==> config.mk <==
export PLATFORM = sky130hd
export DESIGN_NAME = fwbo_div_pipe
export DESIGN_NICKNAME = d
export VERILOG_FILES = /design/src/design/fwbo_pkg.sv /design/src/design/fwbo_div_pipe.sv
export SDC_FILE = /design/constraint.sdc
export NUM_CORES = 2
export LEC_CHECK = 0
export BUFFER_PORTS_ARGS = -buffer_cell sky130_fd_sc_hd__buf_2
export CAP_MARGIN = 20
export CELL_PAD_IN_SITES_DETAIL_PLACEMENT = 0
export CELL_PAD_IN_SITES_GLOBAL_PLACEMENT = 1
export CORE_MARGIN = 8
export CORE_UTILIZATION = 52
export DETAILED_ROUTE_END_ITERATION = 12
export GPL_TIMING_DRIVEN = 0
export PLACE_DENSITY_LB_ADDON = 0.05
export SYNTH_ARGS = -nofsm -noshare
export SYNTH_HDL_FRONTEND = slang
export SYNTH_SLANG_ARGS = --single-unit
==> constraint.sdc <==
create_clock -name clk -period 5.2 [get_ports clk]
set_input_delay 1.04 -clock clk [delete_from_list [all_inputs] [get_ports clk]]
set_output_delay 1.04 -clock clk [all_outputs]
set_load 0.02 [all_outputs]
==> src/design/fwbo_pkg.sv <==
// ----------------------------------------------------------------------------
// fwbo_pkg: shared types and constants of the filter window box overlap block
// Payload structs, register indexes and fixed widths of the datapath.
// ----------------------------------------------------------------------------
package fwbo_pkg;

	localparam int FEATURE_DIM_MAX_DEF = 256;
	localparam int IMAGE_DIM_MAX_DEF   = 4096;

	localparam int BOX_W   = 13;
	localparam int SCALE_W = 16;
	localparam int CELL_W  = 8;
	localparam int GEO_W   = 32;
	localparam int CFG_IDX_W = 3;

	localparam int CRD_W = 28;
	localparam int EXT_W = 30;
	localparam int AREA_W = 30;
	localparam int WIDE_W = 64;
	localparam int Q_W = 16;

	localparam logic signed [CRD_W-1:0] ONE_PIX = CRD_W'(256);

	typedef enum logic [CFG_IDX_W-1:0] {
		REG_BOX_LEFT     = 3'd0,
		REG_BOX_TOP      = 3'd1,
		REG_BOX_RIGHT    = 3'd2,
		REG_BOX_BOTTOM   = 3'd3,
		REG_IMAGE_WIDTH  = 3'd4,
		REG_IMAGE_HEIGHT = 3'd5,
		REG_PIXEL_SCALE  = 3'd6,
		REG_WINDOW_GEO   = 3'd7
	} cfg_idx_t;

	typedef struct packed {
		logic [CELL_W-1:0] cell_col;
		logic [CELL_W-1:0] cell_row;
	} in_t;

	typedef struct packed {
		logic [Q_W-1:0]    overlap_ratio;
		logic              has_intersection;
		logic [CELL_W-1:0] out_col;
		logic [CELL_W-1:0] out_row;
	} out_t;

	typedef struct packed {
		logic [CELL_W-1:0] col;
		logic [CELL_W-1:0] row;
		logic              hit;
		logic              usable;
		logic              sat;
	} tag_t;

endpackage

==> src/design/fwbo_div_pipe.sv <==
// ----------------------------------------------------------------------------
// fwbo_div_pipe: pipelined restoring divider
// One quotient bit per stage; the caller must keep the remainder below the divisor, this block does not enforce it.
// ----------------------------------------------------------------------------
module fwbo_div_pipe
	import fwbo_pkg::*;
(
	input  logic              clk,
	input  logic              arst_n,
	input  logic              adv,
	input  logic              in_vld,
	input  logic [WIDE_W-1:0] in_rem,
	input  logic [WIDE_W-1:0] in_den,
	input  tag_t              in_tag,
	output logic              out_vld,
	output logic [Q_W-1:0]    out_quo,
	output tag_t              out_tag
);

	logic              vld_s [Q_W+1];
	logic [WIDE_W-1:0] rem_s [Q_W+1];
	logic [WIDE_W-1:0] den_s [Q_W+1];
	logic [Q_W-1:0]    quo_s [Q_W+1];
	tag_t              tag_s [Q_W+1];

	assign vld_s[0] = in_vld;
	assign rem_s[0] = in_rem;
	assign den_s[0] = in_den;
	assign quo_s[0] = '0;
	assign tag_s[0] = in_tag;

	for (genvar k = 0; k < Q_W; k++) begin : g_step
		logic [WIDE_W-1:0] dbl;
		logic              ge;
		assign dbl = {rem_s[k][WIDE_W-2:0], 1'b0};
		assign ge  = dbl >= den_s[k];

		always_ff @(posedge clk or negedge arst_n) begin
			if (!arst_n) begin
				vld_s[k+1] <= 1'b0;
			end else if (adv) begin
				vld_s[k+1] <= vld_s[k];
			end
		end

		always_ff @(posedge clk) begin
			if (adv) begin
				rem_s[k+1] <= ge ? dbl - den_s[k] : dbl;
				den_s[k+1] <= den_s[k];
				quo_s[k+1] <= {quo_s[k][Q_W-2:0], ge};
				tag_s[k+1] <= tag_s[k];
			end
		end
	end

	assign out_vld = vld_s[Q_W];
	assign out_quo = quo_s[Q_W];
	assign out_tag = tag_s[Q_W];

endmodule
# [Word level (Yosys, flattened, before mapping)]
# Index checks and enable logic that the tools add are counted.
[classes] add_sub_neg=15 magnitude_cmp=16 mux=15
[op_table] op=">= comparator 64 bit" count=16
[op_table] op="2-to-1 mux 63 bit" count=15
[op_table] op="subtractor 63 bit" count=15
[word_totals] ff_bits=2361 inputBits=151 elab_cells=203

# [Depth between registers and ports, before layout]
[logic_depth] word_depth=2 depth_mapped=18 mapped_depth_nobuf=14

# [Least setup slack after synthesis]
# Ideal clock, no wire load.
[synth_timing] path_type="input-to-reg" from="input port in_den[4]" to="register rem_s, in the netlist g_step[1].dbl[11], data pin" setup_ns=0.260 arrival_time_ns=3.773 t_required_ns=4.940 slack_ns=1.167 cell_stages=12 n_path_buf=1 cell_sequence="inv_1 ha_1 and3_1 a22oi_1 o31ai_1 o21ai_0 a311o_1 o31ai_2 a311oi_1 o31ai_4 buf_2 mux2_2"
[synth_via] elab_chain_cells=2
[synth_rtl] element="start, declared" line="fwbo_div_pipe.sv:13" source="input logic [WIDE_W-1:0] in_den,"
[synth_rtl] element="subtractor 63 bit or >= comparator 64 bit (tied branches)" line="fwbo_div_pipe.sv:48, fwbo_div_pipe.sv:36"
[synth_rtl] element="2-to-1 mux 63 bit *" line="fwbo_div_pipe.sv:48" source="rem_s[k+1] <= ge ? dbl - den_s[k] : dbl;"
[synth_rtl] element="end signal, assigned by index" line="fwbo_div_pipe.sv:48"
[synth_rtl] element="end, declared" line="fwbo_div_pipe.sv:21" source="logic [WIDE_W-1:0] rem_s [Q_W+1];"
# Every way passes the cells marked *; elsewhere a longest branch is shown, timed or not.
# A chain may end at the register's enable or synchronous reset.

# [Worst setup path after layout]
[layout_timing] from="register rem_s, in the netlist g_step[13].dbl[13]" to="register rem_s, in the netlist g_step[14].dbl[57], data pin"
[layout_via] elab_chain_cells=2
[layout_rtl] element=">= comparator 64 bit" line="fwbo_div_pipe.sv:36" source="assign ge = dbl >= den_s[k];"
[layout_rtl] element="net g_step[13].ge" line="fwbo_div_pipe.sv:34" source="logic ge;"
[layout_rtl] element="2-to-1 mux 63 bit" line="fwbo_div_pipe.sv:48"
# The timed path passes the listed nets, and every way through them passes these cells.

==> out/results.txt <==
The commonest cells after synthesis are edfxtp_1, a21oi_1, inv_1. In this run, the number of DRC markers left after iteration 0 of detailed routing was 6465. The flop and latch count out of synthesis is 2361. The category of the worst setup path launch point is a flop. The remaining global-route overflow is 0.

The count of port buffers added during placement was 185. The first detailed-routing pass ran for 10 iterations. In the final layout, the share of cells above drive strength 1 is 8.426%. 187 I/O pins were placed. Global routing consumed, on the met2 layer, 48.37% of the routing resources. The cell total after placement came out at 17180. The HPWL reported at the end of detailed placement is 300600 um, and the layout overhead on the synthesized area is 10.65%. The count of cells in the finished layout, fillers not included, comes to 17680. The combinational power share is 49.1%, and the async set or reset register ratio after synthesis is 0.6777%.

The clock slew at the register clock pins of the worst setup and hold paths came out at 60 ps. Clock latency on the worst-skew pair: 910 ps. Timing would allow up to 0.1923 GHz. The fraction of the yosys area taken by sequential cells is 49.92%. The logs give 0 for the final count of pins violating max slew and 0.2898 mm^2 for the die area. In this run the tightest slew margin relative to its limit is 14.61%.

In this run the mean area of a mapped cell was 10.60 um^2. The layer flagged by global routing as most heavily used is met2. The multi-input gate area in the final layout was 0.06404 mm^2; the initial standard-cell utilization of the core was 52.35%. The run gives 0.1419 mm^2 as the total standard cell area after synthesis. Summed over all instances, the cell type with the most area after synthesis is edfxtp_1. The maximum buffer depth of the clock tree is 4, and the arrival time of the worst setup path is 5810 ps. For the maximum clock skew at final layout, the log shows 54.86 ps. The Yosys step of the flow raised 0 warnings. The die span in x was 538.3 um; the max-cap violation count was 0. The region available for standard cell placement spans 0.2710 mm^2. TritonCTS built the clock tree. Count of final setup violators: 1.

The layout has 22450 filler cells. The measured slew at the worst slew-check pin is 1281 ps, and the clock network power share is 19.4%. Total internal power: 56.33 mW. The clock sink count was 2361. The fraction of power spent switching nets was 40.49%; the biggest fanout along the worst timing path was 10.

Number of antenna violations at the first check in global routing: 3. Setup repair after global routing left no endpoint under its margin. The part of the cycle the worst path needs came out at 100.0%.

The most used flip-flop cell after synthesis is edfxtp_1. The number of nets in the synthesized netlist is 14570. In this run the remaining antenna-violating nets after routing total 0. Summed over all cells, the static leakage comes to 65.31 nW.

The met1 track demand over resource came out at 24.49%. The worst hold path belongs to the class in -> reg. In this run the power spent charging and discharging nets is 38.32 mW. The tools report the routing usage on met3 as 2.547%. The critical path in this run is classified as reg -> reg.

edfxtp_1 is the most common cell in the netlist. Measured on the finished design, the core utilization comes to 57.93%. The first global-routing pass estimated 578600 um of wire. Data on the critical path is required at its endpoint by 5810 ps. The logs give 0.07082 mm^2 for the register area and 2 for the DRC violation count after routing. Setup slack after layout: -0.2474 ps. The final route contains 102200 vias. The tools report the final layout net count as 15080. The share of synthesized area in the top cell type comes to 49.64%.

The logs give 0 for the hold violation total from the final report and 288.8 uV for the maximum resistive drop on vdd. In the final routed layout, each cell accounts on average for 21.46 um. Clock tree root driver cell: clkbuf_16. For the maximum level of the CTS H-tree, the log shows 5.

By area the synthesized netlist is led by edfxtp_1, ha_1, a21oi_1. The run gives 25.03% as the global-route usage over all layers. Synthesized netlist cell count: 13380.

The number of CTS-inserted buffers is 268. Yosys mapped a number of flops with a built-in enable equal to 2345. Entering global routing, the biggest net connects 191 pins. The nature of the critical path endpoint was a flop. Per report_power, the sequential group accounts for 31.5% of the total. Number of global-route vias before repair: 105900. Number of placement rows: 191. The final reports fail on design-rule violations, negative setup slack.

The final RePlAce weighted congestion is 0.9647, and the power density over the cells is 603.0 mW/mm^2. After detailed routing, the number of vias per cell comes to 5.780. The run gives 379300 um as the wire length reported by the detailed router.

The die is 538.3 um tall. The run finished, with violations left. The total power draw was 94.66 mW; the time the final worst path needs with I/O delays and setup was 5200 ps.

For the number of distinct standard cells referenced by the synthesized netlist, the log shows 112.
## final timing paths
check | endpoint | slack (ps) | start | cells past startpoint
setup reg to reg | g_step[14].dbl[57] | -0.2 | g_step[13].dbl[13] | 12
min in group asynchronous | vld_s[14] | 610 | arst_n | 2
setup / recovery | g_step[14].dbl[57] | -0.2 | g_step[13].dbl[13] | 12
max in group asynchronous | vld_s[9] | 4340 | arst_n | 2
hold / removal | tag_s[297] | 310 | in_tag[12] | 1
hold reg to reg | tag_s[266] | 400 | tag_s[285] | 0
## metal layers
layer  vias up  part of all wire, %
met5         -                    0
met4         0                  8.7
met3      1143                  3.3
met2      3080                   53
met1     47890                   35
li1      50070                    -
## logic make-up (layout without fill, tap and decap cells)
family	count (synthesis)	count (layout)	synth area share, %
DFF	2361	2361	49.92
muxes	377	377	3.129
AOI/OAI and AO/OA	3970	3970	17.49
other	0	7	0
adders and majority gates	1038	1038	9.234
buffers and inverters	1801	2521	5.043
and+or+nand+nor	2979	2979	9.910
xor gates and xnor gates	854	854	5.272
## worst max-delay path, stage by stage, from the launching register on
cell      delay [ps]
edfxtp_1         410
ha_1             370
and2_0           320
nand3_1          290
nor4_1           690
nand3_1          420
a21o_1           310
a211oi_1         570
nor4_2           100
o21ai_2          330
buf_8            230
buf_2            480
mux2_2           400
## layout by cell type (no fill, tap or decap), drive strengths merged, types with 110 or more instances in the layout
cell type	synthesis	layout
a21oi	1427	1427
a21o	724	724
nand4	301	301
nor3	143	143
edfxtp	2345	2345
xor2	341	341
mux2	358	358
nand3	197	197
nand2	892	892
o21a	111	111
ha	1023	1023
xnor2	513	513
buf	164	401
inv	1262	1282
o21bai	194	194
nor2	874	874
a31oi	126	126
clkbuf	375	695
nor2b	110	110
o21ai	794	794
## registers in the layout, summed over array words and instances (netlist names)
| register | flops |
|---|---|
| tag_s | 285 |
| out_tag | 19 |
| g_step.dbl | 945 |
| quo_s | 120 |
| out_vld | 1 |
| out_quo | 16 |
| vld_s | 15 |
| den_s | 960 |
## layout make-up
type	instances	share of cell area [%]
Antenna cell	7	0.01116
Buffer	537	1.549
Clock buffer	319	4.489
Clock inverter	159	0.9437
Inverter	1262	3.019
Multi-Input combinational cell	9218	40.80
Sequential cell	2361	45.11
Tap cell	3570	2.845
Timing Repair Buffer	244	1.233
## timing repair
item,4_1_cts,5_1_grt
gates resized for setup,20,9
gates cloned,3,3
hold buffers,1,0
setup endpoints to repair,684,531
hold endpoints to repair,16,0
pin swaps,4,7
setup buffers,7,3
## power by group through the flow
| stage | combinational [mW] | sequential (mW) | clock [mW] |
|---|---|---|---|
| 6_report | 46.5 | 29.8 | 18.3 |
| 5_1_grt | 50.8 | 30.3 | 19.4 |
| 4_1_cts | 46.0 | 29.8 | 18.8 |
| 3_5_place_dp | 45.5 | 30.1 | 0 |
| 3_3_place_gp | 44.7 | 31.3 | 0 |
| 2_1_floorplan | 33.2 | 29.0 | 0 |
## per-stage QoR
step / worst slack [ps] / instance area (um^2) / hold slack (ps) / setup TNS [ps]
2_1_floorplan: 1167 / 141900 / 400.3 / 0
3_3_place_gp: -31360 / 147300 / 400.2 / -
3_5_place_dp: -1746 / 148000 / 404.5 / -975300
4_1_cts: 20.17 / 156800 / 240.9 / 0
5_1_grt: 2.295 / 157000 / 259.1 / 0
6_report: -0.2474 / 157000 / 305.7 / -0.2474
No activity file was read; power rests on OpenSTA's default activity.
